**src/m2rs_pkg.sv**
```systemverilog
// shared constants, payload structs and controller/datapath interface types
// for the two-dimensional fenwick range sum block; no dependencies
package m2rs_pkg;

  localparam int MAX_ROWS = 64;
  localparam int MAX_COLS = 64;

  // fixed field widths
  localparam int IDX_W = 6;
  localparam int VAL_W = 32;
  localparam int CNT_W = 7;
  localparam int FEN_W = 38;
  localparam int SUM_W = 44;

  // storage geometry
  localparam int ROW_W  = (MAX_ROWS > 1) ? $clog2(MAX_ROWS) : 1;
  localparam int COL_W  = (MAX_COLS > 1) ? $clog2(MAX_COLS) : 1;
  localparam int ADDR_W = ROW_W + COL_W;
  localparam int DEPTH  = 1 << ADDR_W;
  // fenwick index, 1-based, must hold values past MAX_COLS during an update walk
  localparam int K_W    = COL_W + 2;

  // config port
  localparam int APB_AW = 3;
  localparam int APB_DW = 32;
  localparam logic REG_ROW_COUNT = 1'b0;
  localparam logic REG_COL_COUNT = 1'b1;
  localparam logic [CNT_W-1:0] CNT_RESET = 7'd64;

  localparam logic OP_UPDATE = 1'b0;
  localparam logic OP_QUERY  = 1'b1;

  typedef struct packed {
    logic                    opcode;
    logic [IDX_W-1:0]        row_a;
    logic [IDX_W-1:0]        col_a;
    logic [IDX_W-1:0]        row_b;
    logic [IDX_W-1:0]        col_b;
    logic signed [VAL_W-1:0] value;
  } cmd_t;

  typedef struct packed {
    logic signed [SUM_W-1:0] region_sum;
    logic                    index_error;
  } res_t;

  typedef struct packed {
    logic item_load;
    logic clr_step;
    logic acc_clr;
    logic err_latch;
    logic row_init;
    logic row_inc;
    logic k_hi_init;
    logic k_lo_init;
    logic k_upd_init;
    logic k_down;
    logic k_up;
    logic delta_load;
    logic cell_wr;
    logic fen_rd;
    logic fen_sub;
    logic fen_wr;
    logic out_load;
  } ctl_t;

  typedef struct packed {
    logic clr_last;
    logic k_zero;
    logic k_next_zero;
    logic k_over;
    logic row_last;
    logic q_err;
    logic q_empty;
    logic u_err;
    logic out_free;
  } sts_t;

endpackage

```
**src/m2rs_ctrl.sv**
```systemverilog
// controller: clearing sweep, update walk and query walk sequencing
// depends on m2rs_pkg
module m2rs_ctrl (
  input  logic           clk,
  input  logic           rst,
  input  logic           cmd_valid,
  input  logic           cmd_opcode,
  output logic           cmd_ready,
  input  m2rs_pkg::sts_t sts,
  output m2rs_pkg::ctl_t ctl
);

  localparam logic [3:0] S_CLEAR     = 4'd0;
  localparam logic [3:0] S_IDLE      = 4'd1;
  localparam logic [3:0] S_UPD_RD    = 4'd2;
  localparam logic [3:0] S_UPD_DELTA = 4'd3;
  localparam logic [3:0] S_UPD_FRD   = 4'd4;
  localparam logic [3:0] S_UPD_FWR   = 4'd5;
  localparam logic [3:0] S_Q_CHECK   = 4'd6;
  localparam logic [3:0] S_Q_HI      = 4'd7;
  localparam logic [3:0] S_Q_LO      = 4'd8;
  localparam logic [3:0] S_Q_DRAIN   = 4'd9;
  localparam logic [3:0] S_Q_FIN     = 4'd10;

  logic [3:0] state;
  logic [3:0] state_next;

  assign cmd_ready = (state == S_IDLE);

  always_ff @(posedge clk) begin
    if (rst) begin
      state <= S_CLEAR;
    end else begin
      state <= state_next;
    end
  end

  always_comb begin
    ctl        = '0;
    state_next = state;
    case (state)
      S_CLEAR: begin
        ctl.clr_step = 1'b1;
        if (sts.clr_last) begin
          state_next = S_IDLE;
        end
      end
      S_IDLE: begin
        if (cmd_valid) begin
          ctl.item_load = 1'b1;
          state_next = (cmd_opcode == m2rs_pkg::OP_QUERY) ? S_Q_CHECK : S_UPD_RD;
        end
      end
      // cell ram is reading the old value this cycle
      S_UPD_RD: begin
        if (sts.u_err) begin
          state_next = S_IDLE;
        end else begin
          ctl.row_init   = 1'b1;
          ctl.k_upd_init = 1'b1;
          state_next     = S_UPD_DELTA;
        end
      end
      S_UPD_DELTA: begin
        ctl.delta_load = 1'b1;
        ctl.cell_wr    = 1'b1;
        state_next     = S_UPD_FRD;
      end
      S_UPD_FRD: begin
        state_next = sts.k_over ? S_IDLE : S_UPD_FWR;
      end
      S_UPD_FWR: begin
        ctl.fen_wr = 1'b1;
        ctl.k_up   = 1'b1;
        state_next = S_UPD_FRD;
      end
      S_Q_CHECK: begin
        ctl.acc_clr   = 1'b1;
        ctl.err_latch = 1'b1;
        ctl.row_init  = 1'b1;
        ctl.k_hi_init = 1'b1;
        state_next    = (sts.q_err || sts.q_empty) ? S_Q_FIN : S_Q_HI;
      end
      // upper prefix walk, never empty since it starts at col_b + 1
      S_Q_HI: begin
        ctl.fen_rd = 1'b1;
        if (sts.k_next_zero) begin
          ctl.k_lo_init = 1'b1;
          state_next    = S_Q_LO;
        end else begin
          ctl.k_down = 1'b1;
        end
      end
      // lower prefix walk, subtracted
      S_Q_LO: begin
        if (!sts.k_zero) begin
          ctl.fen_rd  = 1'b1;
          ctl.fen_sub = 1'b1;
        end
        if (sts.k_zero || sts.k_next_zero) begin
          if (sts.row_last) begin
            state_next = S_Q_DRAIN;
          end else begin
            ctl.row_inc   = 1'b1;
            ctl.k_hi_init = 1'b1;
            state_next    = S_Q_HI;
          end
        end else begin
          ctl.k_down = 1'b1;
        end
      end
      S_Q_DRAIN: begin
        state_next = S_Q_FIN;
      end
      S_Q_FIN: begin
        if (sts.out_free) begin
          ctl.out_load = 1'b1;
          state_next   = S_IDLE;
        end
      end
      default: begin
        state_next = S_IDLE;
      end
    endcase
  end

endmodule

```
**config.mk**
```make
export PLATFORM = sky130hd
export DESIGN_NAME = m2rs_ctrl
export DESIGN_NICKNAME = d
export VERILOG_FILES = /design/src/m2rs_pkg.sv /design/src/m2rs_ctrl.sv
export SDC_FILE = /design/constraint.sdc
export NUM_CORES = 1
export LEC_CHECK = 0
export BUFFER_PORTS_ARGS = -buffer_cell sky130_fd_sc_hd__buf_4
export CAP_MARGIN = 30
export CORE_MARGIN = 3
export CORE_UTILIZATION = 42
export DETAILED_ROUTE_END_ITERATION = 8
export PLACE_DENSITY = 0.74
export SYNTH_ARGS = -nofsm -noshare
export SYNTH_HDL_FRONTEND = slang
export SYNTH_SLANG_ARGS = --single-unit
export TNS_END_PERCENT = 1
```
**constraint.sdc**
```tcl
create_clock -name clk -period 1.9 [get_ports clk]
set_input_delay 0.285 -clock clk [delete_from_list [all_inputs] [get_ports clk]]
set_output_delay 0.285 -clock clk [all_outputs]
set_load 0.03 [all_outputs]
```
==> metrics.log <==
INFO  metric outcome = finished clean
INFO  metric antenna_violating_nets_post_route = 0
INFO  metric worstSetupStartpointType = register
INFO  metric clock_skew = 0.00912 ns
INFO  metric crit_chain = or4_4 -> o22ai_4 -> buf_4
INFO  metric setup.worst_path.end_class = primary output
INFO  metric cts_inserted_buffers = 3
INFO  metric total_die_area = about 0.0018 mm²
INFO  metric hold_viol = 0
INFO  metric async_reset_ff_share = 0%
INFO  metric synthCells = 76
INFO  metric achievable-frequency = 0.540 GHz
INFO  metric measured_slew_at_the_worst_slew_check_pin = 0.360 ns
INFO  metric clockBufferDepth = 2
INFO  metric critical-path-slowest-cell = sky130_fd_sc_hd__or4_4
INFO  metric row_count = 12
INFO  metric post_drt_via_cell_ratio = around 5.6
INFO  metric setup_ws = 0.0469 ns
INFO  metric postCtsHoldBufs = 0
INFO  metric worst-endpoint-arrival = 1.57 ns
INFO  metric syn_area_per_cell = 7.23 µm²
INFO  metric tritoncts = built
INFO  metric relSlewSlack = 75.8%
INFO  metric synth_area_leader_cell = sky130_fd_sc_hd__dfxtp_1
INFO  metric ys_ff_latch = 4
INFO  metric largest_register_ff_count = 4
INFO  metric cts_num_sinks = 4
INFO  metric hpwlAfterDp = 1.22 mm
INFO  metric power.density = ~430 mW/mm²
INFO  metric drv_slew = 0
INFO  metric drive_above_1_share = 44.0%
INFO  metric final.period_utilization = 97.5%
INFO  metric max_cap_viol_count = 0
INFO  metric groute.usage.overall = 17.9%
INFO  metric design_area = approximately 840 µm²
INFO  metric placement.cell_area = about 800 µm²
INFO  metric period_needed = approximately 1.9 ns
INFO  metric floorplan.initialDensity = 46.9%
INFO  metric fin_worst_hold_slack = 0.242 ns
INFO  metric detailedPlace.worstSlack = 0.194 ns
INFO  metric synth_edf_count = 0
INFO  metric synth_largest_type_area_fraction = ~15%
INFO  metric clk_root_buffer_cell = sky130_fd_sc_hd__clkbuf_4
INFO  metric register_ranked_first_by_flip_flop_count = state
INFO  metric initial_antenna_violation_count = 0
INFO  metric route.vias.total = slightly below 700
INFO  metric synth_fp_nets = between 80 and 90
INFO  metric finalNetCount = around 120
INFO  metric top_cells_by_area_synth = sky130_fd_sc_hd__dfxtp_1, sky130_fd_sc_hd__nor2_1, sky130_fd_sc_hd__a211o_1, sky130_fd_sc_hd__nand2b_1, sky130_fd_sc_hd__nor4_1
INFO  metric grt_start_max_net_pins = 15
INFO  metric setup_viol = 0
INFO  metric rsz0062_at_grt = true
INFO  metric instances_no_fill = 123
INFO  metric drt_wl_total = between 1.5 and 2 mm
INFO  metric synthDistinctLibCells = 39
INFO  metric synth_sequential_area_ratio = 14.6%
INFO  metric first_global_vias = ~560
INFO  metric critPathBufInv = 1
INFO  metric critical_path_class = register to primary output
INFO  metric io_buffer_count = 30
INFO  metric worstHoldPathType = primary input to register
INFO  metric required = 1.62 ns
INFO  metric critical_path_peak_fanout = 14
INFO  metric ys.warnings.count = 0
INFO  metric synth_area = 549 µm²
INFO  metric insertedDiodeCount = 0
INFO  metric critPathTopFamily = simple AND/OR/NAND/NOR gates
INFO  metric chipWidth = roughly 42 µm
INFO  metric drc_errors = 0
INFO  metric total_power = 0.364 mW
INFO  metric place.gp.congestion = 0.757
INFO  metric route.detailed.wl_per_inst = 13.0 µm
INFO  metric dr.pass1.iters = 4
INFO  metric biggest_regs = state x4
INFO  metric htree_num_levels = 1
INFO  metric initialDrtViolationCount = 16
INFO  metric ys.flop_type = sky130_fd_sc_hd__dfxtp_1
INFO  metric area_growth = 52.4%
INFO  metric peakVddDrop = around 0.44 mV
INFO  metric first_pass_grt_wire_length = 2.56 mm
INFO  metric pin_count = 31
INFO  metric globalRoute.totalOverflow = 0
INFO  metric cts.reportedPaths.clkPinSlew = 0.04 ns
INFO  metric number_of_cells_in_the_design_after_placement = 119
INFO  metric insertion_delay = 0.24 ns
INFO  metric placeable_core_region = between 0.001 and 0.0015 mm²
INFO  metric p_leak = 0.376 nW
INFO  metric critical_path.max_stage_delay = 0.54 ns
INFO  metric chipHeight = 42.2 µm
-- worst paths after layout --
path	start	to	slack, ns	cells past startpoint
max	state[1]	ctl[7]	0.05	3
min	rst	state[3]	0.24	2
max reg2reg	state[2]	state[2]	0.25	6
min reg2reg	state[3]	state[3]	0.58	2
-- Yosys cell counts, types with 2 or more instances --
cell,n
sky130_fd_sc_hd__nor3_1,3
sky130_fd_sc_hd__nand2b_1,4
sky130_fd_sc_hd__or2_1,3
sky130_fd_sc_hd__buf_2,4
sky130_fd_sc_hd__or3_1,2
sky130_fd_sc_hd__o21ai_1,2
sky130_fd_sc_hd__buf_4,3
sky130_fd_sc_hd__a211o_1,3
sky130_fd_sc_hd__nor4_1,4
sky130_fd_sc_hd__a21o_1,2
sky130_fd_sc_hd__inv_1,5
sky130_fd_sc_hd__nor2_1,7
sky130_fd_sc_hd__nand2_1,4
sky130_fd_sc_hd__a21oi_1,2
sky130_fd_sc_hd__dfxtp_1,4
-- where the power goes --
part	leakage (nW)	internal, mW	total (mW)	switching (mW)
Combinational	0.329	0.0758	0.160	0.0845
Clock	0.0138	0.0705	0.104	0.0337
Sequential	0.0336	0.0898	0.0996	0.00978
Total	0.376	0.236	0.364	0.128
-- per-layer routing --
metal	routed length [µm]	track usage, %
met1	708	25.6
met2	764	26.4
met3	127	2.15
met4	0	7.45
met5	0	0
-- cell families (layout without fill, tap and decap cells) --
kind of cell	Yosys count	in the layout	share of synthesized area, %
and+or+nand+nor	38	38	40.1
AOI/OAI and AO/OA	20	20	30.8
buffers and inverters	12	45	11.2
DFF	4	4	14.6
xor gates and xnor gates	1	1	1.59
muxes	1	1	1.82
-- final cells by class --
class | count | area (µm²)
multi-input cells | 60 | 418
inverters | 5 | 18.8
flip-flops and latches | 4 | 82.6
fillers | 106 | 334
well taps | 14 | 17.5
clock buffers | 3 | 22.5
repair buffers | 37 | 278
-- what timing repair did --
action / CTS / global route
pin swaps: 0 / 1
setup endpoints to repair: 2 / 5
cloned: 0 / 0
setup buffers: 0 / 1
resized for setup: 1 / 3
hold endpoints to repair: 0 / 0
-- cell usage in the layout (no fill, tap or decap), drive strengths merged, types with 3 or more instances in the layout --
master and instances:
or2 3, nor4 4, nand2 4, nor3 3, inv 5, o21ai 3, clkbuf 3, buf 37
dfxtp 4, a211o 3, nor2 8, nand2b 4
-- metrics by stage --
stage	setup TNS [ns]	utilization, %
final	0	71.5
after global routing	-0.0193	71.5
after CTS	0	70.3
after detailed placement	0	68.3
after global placement	0	68.3
after floorplan	-0.0124	-
Note: power is estimated with default switching activity, not from simulation.
