[config.mk]
export PLATFORM = sky130hd
export DESIGN_NAME = m2rs_regs
export DESIGN_NICKNAME = d
export VERILOG_FILES = /design/src/m2rs_pkg.sv /design/src/m2rs_regs.sv
export SDC_FILE = /design/constraint.sdc
export NUM_CORES = 1
export LEC_CHECK = 0
export BUFFER_PORTS_ARGS = -buffer_cell sky130_fd_sc_hd__buf_2
export CAP_MARGIN = 20
export CORE_MARGIN = 5
export CORE_UTILIZATION = 34
export CTS_CLUSTER_SIZE = 20
export DETAILED_ROUTE_END_ITERATION = 16
export GPL_ROUTABILITY_DRIVEN = 0
export PLACE_DENSITY = 0.76
export SLEW_MARGIN = 10
export SYNTH_ARGS = -nofsm -noshare
export SYNTH_HDL_FRONTEND = slang
export SYNTH_SLANG_ARGS = --single-unit
[constraint.sdc]
create_clock -name clk -period 0.8 [get_ports clk]
set_input_delay 0.12 -clock clk [delete_from_list [all_inputs] [get_ports clk]]
set_output_delay 0.12 -clock clk [all_outputs]
set_load 0.05 [all_outputs]
[src/m2rs_pkg.sv]
// shared constants, payload structs and controller/datapath interface types
// for the two-dimensional fenwick range sum block; no dependencies
package m2rs_pkg;

  localparam int MAX_ROWS = 64;
  localparam int MAX_COLS = 64;

  // fixed field widths
  localparam int IDX_W = 6;
  localparam int VAL_W = 32;
  localparam int CNT_W = 7;
  localparam int FEN_W = 38;
  localparam int SUM_W = 44;

  // storage geometry
  localparam int ROW_W  = (MAX_ROWS > 1) ? $clog2(MAX_ROWS) : 1;
  localparam int COL_W  = (MAX_COLS > 1) ? $clog2(MAX_COLS) : 1;
  localparam int ADDR_W = ROW_W + COL_W;
  localparam int DEPTH  = 1 << ADDR_W;
  // fenwick index, 1-based, must hold values past MAX_COLS during an update walk
  localparam int K_W    = COL_W + 2;

  // config port
  localparam int APB_AW = 3;
  localparam int APB_DW = 32;
  localparam logic REG_ROW_COUNT = 1'b0;
  localparam logic REG_COL_COUNT = 1'b1;
  localparam logic [CNT_W-1:0] CNT_RESET = 7'd64;

  localparam logic OP_UPDATE = 1'b0;
  localparam logic OP_QUERY  = 1'b1;

  typedef struct packed {
    logic                    opcode;
    logic [IDX_W-1:0]        row_a;
    logic [IDX_W-1:0]        col_a;
    logic [IDX_W-1:0]        row_b;
    logic [IDX_W-1:0]        col_b;
    logic signed [VAL_W-1:0] value;
  } cmd_t;

  typedef struct packed {
    logic signed [SUM_W-1:0] region_sum;
    logic                    index_error;
  } res_t;

  typedef struct packed {
    logic item_load;
    logic clr_step;
    logic acc_clr;
    logic err_latch;
    logic row_init;
    logic row_inc;
    logic k_hi_init;
    logic k_lo_init;
    logic k_upd_init;
    logic k_down;
    logic k_up;
    logic delta_load;
    logic cell_wr;
    logic fen_rd;
    logic fen_sub;
    logic fen_wr;
    logic out_load;
  } ctl_t;

  typedef struct packed {
    logic clr_last;
    logic k_zero;
    logic k_next_zero;
    logic k_over;
    logic row_last;
    logic q_err;
    logic q_empty;
    logic u_err;
    logic out_free;
  } sts_t;

endpackage

[src/m2rs_regs.sv]
// apb register file: row_count and col_count, with effective limits
// depends on m2rs_pkg
module m2rs_regs (
  input  logic                         clk,
  input  logic                         rst,
  input  logic                         psel,
  input  logic                         penable,
  input  logic                         pwrite,
  input  logic [m2rs_pkg::APB_AW-1:0]  paddr,
  input  logic [m2rs_pkg::APB_DW-1:0]  pwdata,
  output logic [m2rs_pkg::APB_DW-1:0]  prdata,
  output logic                         pready,
  output logic [m2rs_pkg::CNT_W-1:0]   row_lim,
  output logic [m2rs_pkg::CNT_W-1:0]   col_lim
);

  logic [m2rs_pkg::CNT_W-1:0] row_count;
  logic [m2rs_pkg::CNT_W-1:0] col_count;
  logic                       reg_sel;

  assign pready  = 1'b1;
  assign reg_sel = paddr[2];

  always_ff @(posedge clk) begin
    if (rst) begin
      row_count <= m2rs_pkg::CNT_RESET;
      col_count <= m2rs_pkg::CNT_RESET;
    end else if (psel && penable && pwrite && pready) begin
      case (reg_sel)
        m2rs_pkg::REG_ROW_COUNT: row_count <= pwdata[m2rs_pkg::CNT_W-1:0];
        m2rs_pkg::REG_COL_COUNT: col_count <= pwdata[m2rs_pkg::CNT_W-1:0];
        default: ;
      endcase
    end
  end

  always_comb begin
    case (reg_sel)
      m2rs_pkg::REG_ROW_COUNT:
        prdata = {{(m2rs_pkg::APB_DW-m2rs_pkg::CNT_W){1'b0}}, row_count};
      m2rs_pkg::REG_COL_COUNT:
        prdata = {{(m2rs_pkg::APB_DW-m2rs_pkg::CNT_W){1'b0}}, col_count};
      default: prdata = '0;
    endcase
  end

  // effective limit is min(count, max)
  assign row_lim = (32'(row_count) < m2rs_pkg::MAX_ROWS) ? row_count
                 : m2rs_pkg::CNT_W'(m2rs_pkg::MAX_ROWS);
  assign col_lim = (32'(col_count) < m2rs_pkg::MAX_COLS) ? col_count
                 : m2rs_pkg::CNT_W'(m2rs_pkg::MAX_COLS);

endmodule

==> out/results.tsv, run 1 <==
metric	value	unit
status	finished, violations left	
violations	negative setup slack	
num_antenna_cells	0	
area_growth	48.4	%
grt_usage	11.1	%
crit_arrival	1060	ps
fin_nets	185	
drive_gt1_share	56.3	%
ys_seq_area_share	28.1	%
period_needed	1180	ps
ys_types	14	
dp_cells	170	
grt_overflow	0	
fp-row-count	19	
io_buffers	33	
crit_fanout	5	
cts_tree	yes	
syn-mean-instance-area	9.42	sq um
crit_start	col_count[6]	
start_util	35.9	%
syn_area	998	sq um
first_global_vias	768	
drtIter0Drc	28	
yosysWarnings	0	
h-tree-depth	1	
crit_path_end_kind	output pin	
clk_pin_slew	80	ps
clk_latency	270	ps
clock_path_buffers	2	
fillers	269	
vias	743	
die_height	64.2	um
timing.fmax	845	MHz
drv_cap	0	
finalWirelength	2400	um
hold_buffers	0	
min_period_over_period	148	%
worstHoldPathCells	3	
crit_required	680	ps
cts_made_buffers	3	
fin_hold_ws	125	ps
report.final.setup_viol	22	
critPathLaunchType	flop	
dieArea	4120	sq um
viasPerCell	4.25	
post-route-cell-area	1480	sq um
drcViolationCount	0	
worstHoldStart	pwdata[5]	
ys_ff_latch	14	
ant_nets	0	
cts.sinks	14	
io_pins	87	
wl_per_cell	13.7	um
instances_no_fill	175	
finalHoldViolCount	0	
hpwl	1880	um
crit_type	flop to output pin	
p_total	1.67	mW
hold_path.class	input port to flop	
grt_pass1_wl	3680	um
grt_max_degree	22	
drtPass1Iterations	4	
worst_slack	-383	ps
peakVddDrop	844	uV
syn_inst	106	
post_dp_cell_area	1260	sq um
power-per-cell-area	1120	nW/um^2
clock-root-buffer	clkbuf_4	
rsz0062_at_grt	yes	
regToRegStartpoint	row_count[6]	
leakagePower	0.664	nW
die_w	64.2	um
r2r_slack	-120	ps
hold-path-endpoint	row_count[5]	
antenna_found_initial	0	
coreArea	2780	sq um
clock_skew	0	ps
reg2reg_depth	4	
r2r_end	row_count[6]	
finalMaxSlewViolations	0	
where the power goes:
group / internal (mW) / switching, mW
logic: 0.133 / 0.406
clock network: 0.193 / 0.212
registers: 0.708 / 0.0134
synthesized netlist by cell type:
cell type / number / area share, %
nand4_2: 1 / 1.3
buf_6: 1 / 1.1
mux2i_1: 14 / 14
and4_2: 1 / 1.0
and4b_1: 1 / 1.0
nand4b_4: 1 / 2.4
mux2_2: 7 / 7.9
clkbuf_1: 2 / 0.75
buf_4: 29 / 22
dfxtp_1: 14 / 28
conb_1: 2 / 0.75
nor2_1: 3 / 1.1
nor2b_1: 12 / 7.5
nand2b_1: 18 / 11
timing repair:
item,in CTS,in global routing
endpoints found under the setup margin,26,23
gates resized for setup,56,8
buffers inserted,0,1
layout by cell type (no fill, tap or decap), types with 3 or more instances in the layout:
cell type and count:
nand2b_1 18, mux2_4 5, clkbuf_4 3, buf_8 5
mux2i_1 14, conb_1 26, nor2b_4 12, buf_12 3
dfxtp_2 9, dfxtp_1 3, buf_4 6, buf_6 16
buf_2 12
cells by family after synthesis:
| kind of cell | count (synthesis) | synth area share [%] |
|---|---|---|
| flops | 14 | 28.1 |
| other cells | 2 | 0.752 |
| simple gates | 37 | 25.6 |
| buf+inv | 32 | 23.7 |
| mux | 21 | 21.9 |
metal layers:
layer / GRT usage, % / vias up / share of wire, %
met4: 3.05 / 0 / 0.17
met1: 12.1 / 340 / 37
met5: 0 / - / 0
met3: 3.85 / 2 / 9.4
li1: - / 367 / -
met2: 20.2 / 34 / 54
critical path, stage by stage (launching register included):
cell and delay [ps]:
dfxtp_4 370, buf_12 150, nor2b_4 120, buf_8 150
cell type report:
class	instances	area, sq um	share of cell area (%)
Clock buffer	4	26.3	1.77
Multi-Input combinational cell	84	697	47.0
Sequential cell	14	299	20.2
Tap cell	31	38.8	2.62
Timing Repair Buffer	42	420	28.4
stage by stage:
step           utilization (%)  setup slack, ps  TNS (ps)
3_5_place_dp              45.2             -325     -6590
5_1_grt                   53.3             -437     -8580
6_report                  53.3             -383     -7450
2_1_floorplan                -            -72.2      -326
3_3_place_gp              45.2             -289     -5850
4_1_cts                   52.1             -396     -7650
sequential cells by signal (all words and copies together), names as in the netlist:
name,flops
col_count,7
row_count,7
how the worst max path moves through the flow:
| stage | cells after the start | to | slack (ps) |
|---|---|---|---|
| global route | 3 | col_lim[2] | -440 |
| detailed placement | 3 | row_count[3] | -330 |
| CTS | 2 | prdata[6] | -400 |
| finish | 3 | col_lim[2] | -380 |
| global placement | 3 | prdata[5] | -290 |
| floorplan | 1 | prdata[6] | -70 |
Power figures use the tool's default switching activity.
==> run 2: changes to the inputs <==
--- a/config.mk
+++ b/config.mk
@@ -5,14 +5,15 @@
 export SDC_FILE = /design/constraint.sdc
 export NUM_CORES = 1
 export LEC_CHECK = 0
+export ABC_AREA = 1
 export BUFFER_PORTS_ARGS = -buffer_cell sky130_fd_sc_hd__buf_2
 export CAP_MARGIN = 20
 export CORE_MARGIN = 5
-export CORE_UTILIZATION = 34
+export CORE_UTILIZATION = 33
 export CTS_CLUSTER_SIZE = 20
 export DETAILED_ROUTE_END_ITERATION = 16
 export GPL_ROUTABILITY_DRIVEN = 0
-export PLACE_DENSITY = 0.76
+export PLACE_DENSITY = 0.75
 export SLEW_MARGIN = 10
 export SYNTH_ARGS = -nofsm -noshare
 export SYNTH_HDL_FRONTEND = slang
==> run 2 against run 1 <==
Net effect:
- the flow still finishes with violations (negative setup slack)
- maximum frequency rose by 1.6%
- clock power rose by 28%
- die area rose by 0.27%
- synthesized area fell by 2.6%
- design area rose by 8.4%
- cell count rose by 34%
- sequential share of layout area fell by 1.3 points
- synthesized cell count rose by 48%
- via count rose by 34%
- non-clock buffer count rose by 11
- flip-flop and latch count did not move
==> out/results.tsv, run 2 <==
metric	value	unit	change
min_period_over_period	146	%	-2.3 points
die_w	64.3	um	+0.13%
grt_usage	11.9	%	+0.76 points
drive_gt1_share	51.0	%	-5.3 points
clock_path_buffers	2		unchanged
critical-path-slowest-cell	dfxtp_4		
cts.sinks	14		unchanged
crit_arrival	1040	ps	-20 ps
yosysMostFrequentCell	nor2_1		
crit_type	flop to output pin		
die_height	64.3	um	+0.13%
hold_path.class	input port to flop		
crit_start	col_count[6]		
fillers	246		-8.6%
syn_inst	157		+48%
worstHoldPathCells	3		unchanged
r2r_end	col_count[6]		
timing.fmax	859	MHz	+1.6%
clock-root-buffer	clkbuf_4		
dieArea	4130	sq um	+0.27%
peakVddDrop	822	uV	-2.7%
hold-path-endpoint	row_count[6]		
finalMaxSlewViolations	0		unchanged
io_pins	87		unchanged
viasPerCell	4.23		-0.27%
syn_area	972	sq um	-2.6%
max_stage_delay	380	ps	about the same
ys_ff_latch	14		unchanged
area_growth	65.1	%	
clk_latency	280	ps	about the same
wl_per_cell	10.6	um	-23%
reg2reg_depth	3		-1
antenna_found_initial	0		unchanged
critPathLaunchType	flop		
report.final.setup_viol	21		-4.5%
synth_commonest_cells	nor2_1 (37), buf_4 (29), nand2_1 (24)		
r2r_slack	10	ps	+130 ps
grt_max_degree	15		-32%
cts_made_buffers	3		unchanged
reg_top3	col_count x7, row_count x7		
layout_common_cells	conb_1 (26), nor2_1 (25), nand2_1 (19), buf_6 (19)		
rsz0062_at_grt	yes		
finalHoldViolCount	0		unchanged
synth_top_area_cell	dfxtp_1		
yosysWarnings	0		unchanged
drtPass1Iterations	4		unchanged
layout_commonest_cell	conb_1		
drv_cap	0		unchanged
power-per-cell-area	1230	nW/um^2	+9.7%
cts_tree	yes		
crit_fanout	5		unchanged
finalWirelength	2480	um	+3.4%
drcViolationCount	0		unchanged
hpwl	1890	um	+0.58%
vias	995		+34%
violations	negative setup slack		
synth-main-ff-cell	dfxtp_1		
syn-mean-instance-area	6.19	sq um	-34%
grt_pass1_wl	3930	um	+6.8%
ys_types	14		unchanged
regToRegStartpoint	col_count[6]		
path_cells	buf_12 > nor2_4 > buf_6		
crit_path_end_kind	output pin		
fin_hold_ws	54.7	ps	-70.6 ps
period_needed	1160	ps	-18.7 ps
coreArea	2780	sq um	unchanged
status	finished, violations left		
worst_slack	-364	ps	+18.7 ps
fin_nets	245		+32%
ant_nets	0		unchanged
async_flop_share	0	%	unchanged
grt_overflow	0		unchanged
clock_skew	0	ps	unchanged
start_util	35.0	%	-0.94 points
synthTopCellsByArea	dfxtp_1 (29%), buf_4 (22%), nor2_1 (14%)		
leakagePower	0.729	nW	+9.9%
num_antenna_cells	0		unchanged
drtIter0Drc	35		+25%
synth_edf_count	0		unchanged
fp-row-count	19		unchanged
ys_seq_area_share	28.8	%	+0.76 points
io_buffers	33		unchanged
worstHoldStart	pwdata[6]		
h-tree-depth	1		unchanged
synth.top_cell.area_share	28.8	%	+0.76 points
post-route-util	57.7	%	+4.5 points
clk_pin_slew	90	ps	about the same
first_global_vias	906		+18%
crit_required	680	ps	about the same
-- run 2: power breakdown --
group,switching (mW),internal [mW],leakage [nW],total [mW]
combinational,0.528,0.186,0.589,0.714
sequential,0.0249,0.721,0.119,0.746
clock,0.242,0.277,0.0210,0.519
total,0.795,1.18,0.729,1.98
-- run 2: per-stage QoR --
step / std cells / total power [mW] / cell area, sq um / worst slack (ps) / TNS (ps)
4_1_cts: 235 / 1.97 / 1580 / -361 / -6820
3_5_place_dp: 229 / 1.42 / 1370 / -218 / -5260
6_report: 235 / 1.98 / 1610 / -364 / -6850
3_3_place_gp: 229 / 1.42 / 1370 / -201 / -4820
2_1_floorplan: 181 / 1.40 / 1280 / -56.6 / -842
5_1_grt: 235 / 2.06 / 1610 / -401 / -7670
-- run 2: how the worst max path moves through the flow --
stage / slack [ps] / cells past startpoint / end
final: -360 / 3 / col_lim[2]
after global routing: -400 / 3 / col_lim[0]
after CTS: -360 / 3 / col_lim[2]
after detailed placement: -220 / 6 / row_count[4]
after global placement: -200 / 4 / prdata[0]
after floorplan: -60 / 2 / col_lim[0]
-- run 2: area by class of cell --
type                       count  area [sq um]  area share (%)
multi-input combinational    112           639            39.8
tap                           31          38.8            2.42
sequential                    14           303            18.9
inverter                      21          86.3            5.38
clock buffer                   4          36.3            2.26
timing repair buffer          53           502            31.3
-- run 2: worst max-delay path: cells and delay by family (launching register included) --
kind,cells,cell delay (ps)
flops,1,380
buf+inv,2,300
simple gates,1,80
-- run 2: cells by family after synthesis --
group / Yosys count / synth area share (%)
buffers and inverters: 55 / 32.7
AOI/OAI and AO/OA: 8 / 4.12
DFF: 14 / 28.8
other: 2 / 0.772
and+or+nand+nor: 78 / 33.6
-- run 2: routing by layer --
layer	up-vias	routed length, um	track usage (%)
met5	-	0	0
met4	0	38	4.58
met3	4	230	2.45
met2	46	1350	22.3
met1	437	865	12.8
li1	508	-	-
-- run 2: what timing repair did --
item	CTS	global route
endpoints found under the setup margin	21	24
setup buffers	2	0
gates cloned	0	0
pin swaps	5	1
resized for setup	57	9
hold buffers	0	0
==> run 3: changes to the inputs <==
--- a/config.mk
+++ b/config.mk
@@ -14,6 +14,7 @@
 export DETAILED_ROUTE_END_ITERATION = 16
 export GPL_ROUTABILITY_DRIVEN = 0
 export PLACE_DENSITY = 0.75
+export RECOVER_POWER = 25
 export SLEW_MARGIN = 10
 export SYNTH_ARGS = -nofsm -noshare
 export SYNTH_HDL_FRONTEND = slang
==> run 3 against run 2 <==
Net effect:
- the run still ends with negative setup slack left
- utilization fell by 0.18 points
- largest cell class unchanged
- register-to-register slack barely moved
- highest routed layer unchanged
- design area fell by 0.31%
- wire length fell by 0.28%
==> out/results.tsv, run 3 (synthesis gave the netlist of run 2 again) <==
metric	value	unit	change
fp-row-count	19		unchanged
die_w	64.3	um	unchanged
drv_cap	0		unchanged
crit_type	flop to output pin		
worstHoldStart	pwdata[6]		
antenna_found_initial	0		unchanged
cts_made_buffers	3		unchanged
timing.fmax	862	MHz	+0.38%
crit_path_end_kind	output pin		
drcViolationCount	0		unchanged
path_cells	buf_12 > nor2_4 > buf_6		
drtIter0Drc	33		-5.7%
layout_common_cells	conb_1 (26), nor2_1 (25), nand2_1 (19), buf_6 (19)		
start_util	35.0	%	unchanged
post_dp_cell_area	1370	sq um	unchanged
max_stage_delay	380	ps	about the same
io_pins	87		unchanged
area_growth	64.6	%	
die_height	64.3	um	unchanged
crit_start	col_count[6]		
path_delay_family	flip-flops		
comb_power_share	36.1	%	about the same
report.final.setup_viol	21		unchanged
ant_nets	0		unchanged
min_period_over_period	145	%	-0.56 points
grt_pass1_wl	3930	um	unchanged
finalHoldViolCount	0		unchanged
layout_commonest_cell	conb_1		
num_antenna_cells	0		unchanged
io_buffers	33		unchanged
dp_cells	229		unchanged
p_switching	0.788	mW	-0.98%
preCtsSetupSlack	-218	ps	unchanged
finalWirelength	2480	um	-0.28%
critPathLaunchType	flop		
crit_required	680	ps	about the same
fin_setup_tns	-6750	ps	+102 ps
finalMaxSlewViolations	0		unchanged
first_global_vias	906		unchanged
clock-root-buffer	clkbuf_4		
p_total	1.97	mW	-0.43%
leakagePower	0.729	nW	about the same
fin_nets	245		unchanged
peakVddDrop	813	uV	-1.1%
post-route-cell-area	1600	sq um	-0.31%
h-tree-depth	1		unchanged
rsz0062_at_grt	yes		
power-per-cell-area	1230	nW/um^2	-0.12%
seqPwrFrac	37.9	%	+0.2 points
drive_gt1_share	51.0	%	unchanged
grt_overflow	0		unchanged
p_int	1.18	mW	about the same
status	finished, violations left		
violations	negative setup slack		
period_needed	1160	ps	-4.46 ps
crit_fanout	5		unchanged
instances_no_fill	235		unchanged
fin_hold_ws	60.0	ps	+5.34 ps
critical-path-slowest-cell	dfxtp_4		
reg_top3	col_count x7, row_count x7		
clk_latency	280	ps	about the same
hpwl	1890	um	unchanged
coreArea	2780	sq um	unchanged
vias	994		-0.10%
dieArea	4130	sq um	unchanged
grt_max_degree	15		unchanged
clkPwrFrac	26.0	%	-0.2 points
clk_pin_slew	90	ps	about the same
critPathBufInv	2		unchanged
cts_tree	yes		
cts.sinks	14		unchanged
worst_slack	-360	ps	+4.46 ps
hold_buffers	0		unchanged
clock_path_buffers	2		unchanged
regToRegStartpoint	col_count[6]		
hold_path.class	input port to flop		
grt_usage	11.9	%	unchanged
drtPass1Iterations	4		unchanged
wl_per_cell	10.5	um	-0.28%
swShare	40.0	%	-0.22 points
post-route-util	57.5	%	-0.18 points
clock_skew	0	ps	unchanged
viasPerCell	4.23		-0.10%
crit_arrival	1040	ps	about the same
==> run 3: repair_timing <==
action,in CTS,in global routing
gates resized for setup,57,9
setup endpoints to repair,21,24
setup buffers,2,0
pin swaps,5,1
==> run 3: worst min-delay path, delay by kind of cell <==
family | cells | cell delay [ps]
AND/OR/NAND/NOR | 2 | 100
buffers and inverters | 1 | 90
==> run 3: layout make-up <==
type,instances,area (sq um)
Timing Repair Buffer,53,502
Sequential cell,14,303
Tap cell,31,38.8
Multi-Input combinational cell,112,634
Inverter,21,86.3
Clock buffer,4,36.3
Fill cell,247,1180
==> run 3: metal layers <==
metal	GRT usage, %	routed length [um]	vias up
met5	0	0	-
met4	4.58	38	0
met3	2.45	205	4
met2	22.3	1330	38
met1	12.8	897	442
li1	-	-	510
==> run 3: path summary, 6_finish.rpt <==
path                                endpoint  slack (ps)  depth (start not counted)
worst min register to register  col_count[2]         490                          2
worst max register to register  col_count[6]          10                          3
worst max-delay path              col_lim[2]        -360                          3
worst min-delay path            row_count[6]          60                          3
==> run 3: power by group through the flow <==
stage / Clock [mW] / Combinational (mW) / Sequential (mW)
6_report: 0.513 / 0.712 / 0.746
5_1_grt: 0.551 / 0.755 / 0.750
4_1_cts: 0.521 / 0.704 / 0.745
3_5_place_dp: 0 / 0.661 / 0.762
3_3_place_gp: 0 / 0.656 / 0.761
2_1_floorplan: 0 / 0.646 / 0.754
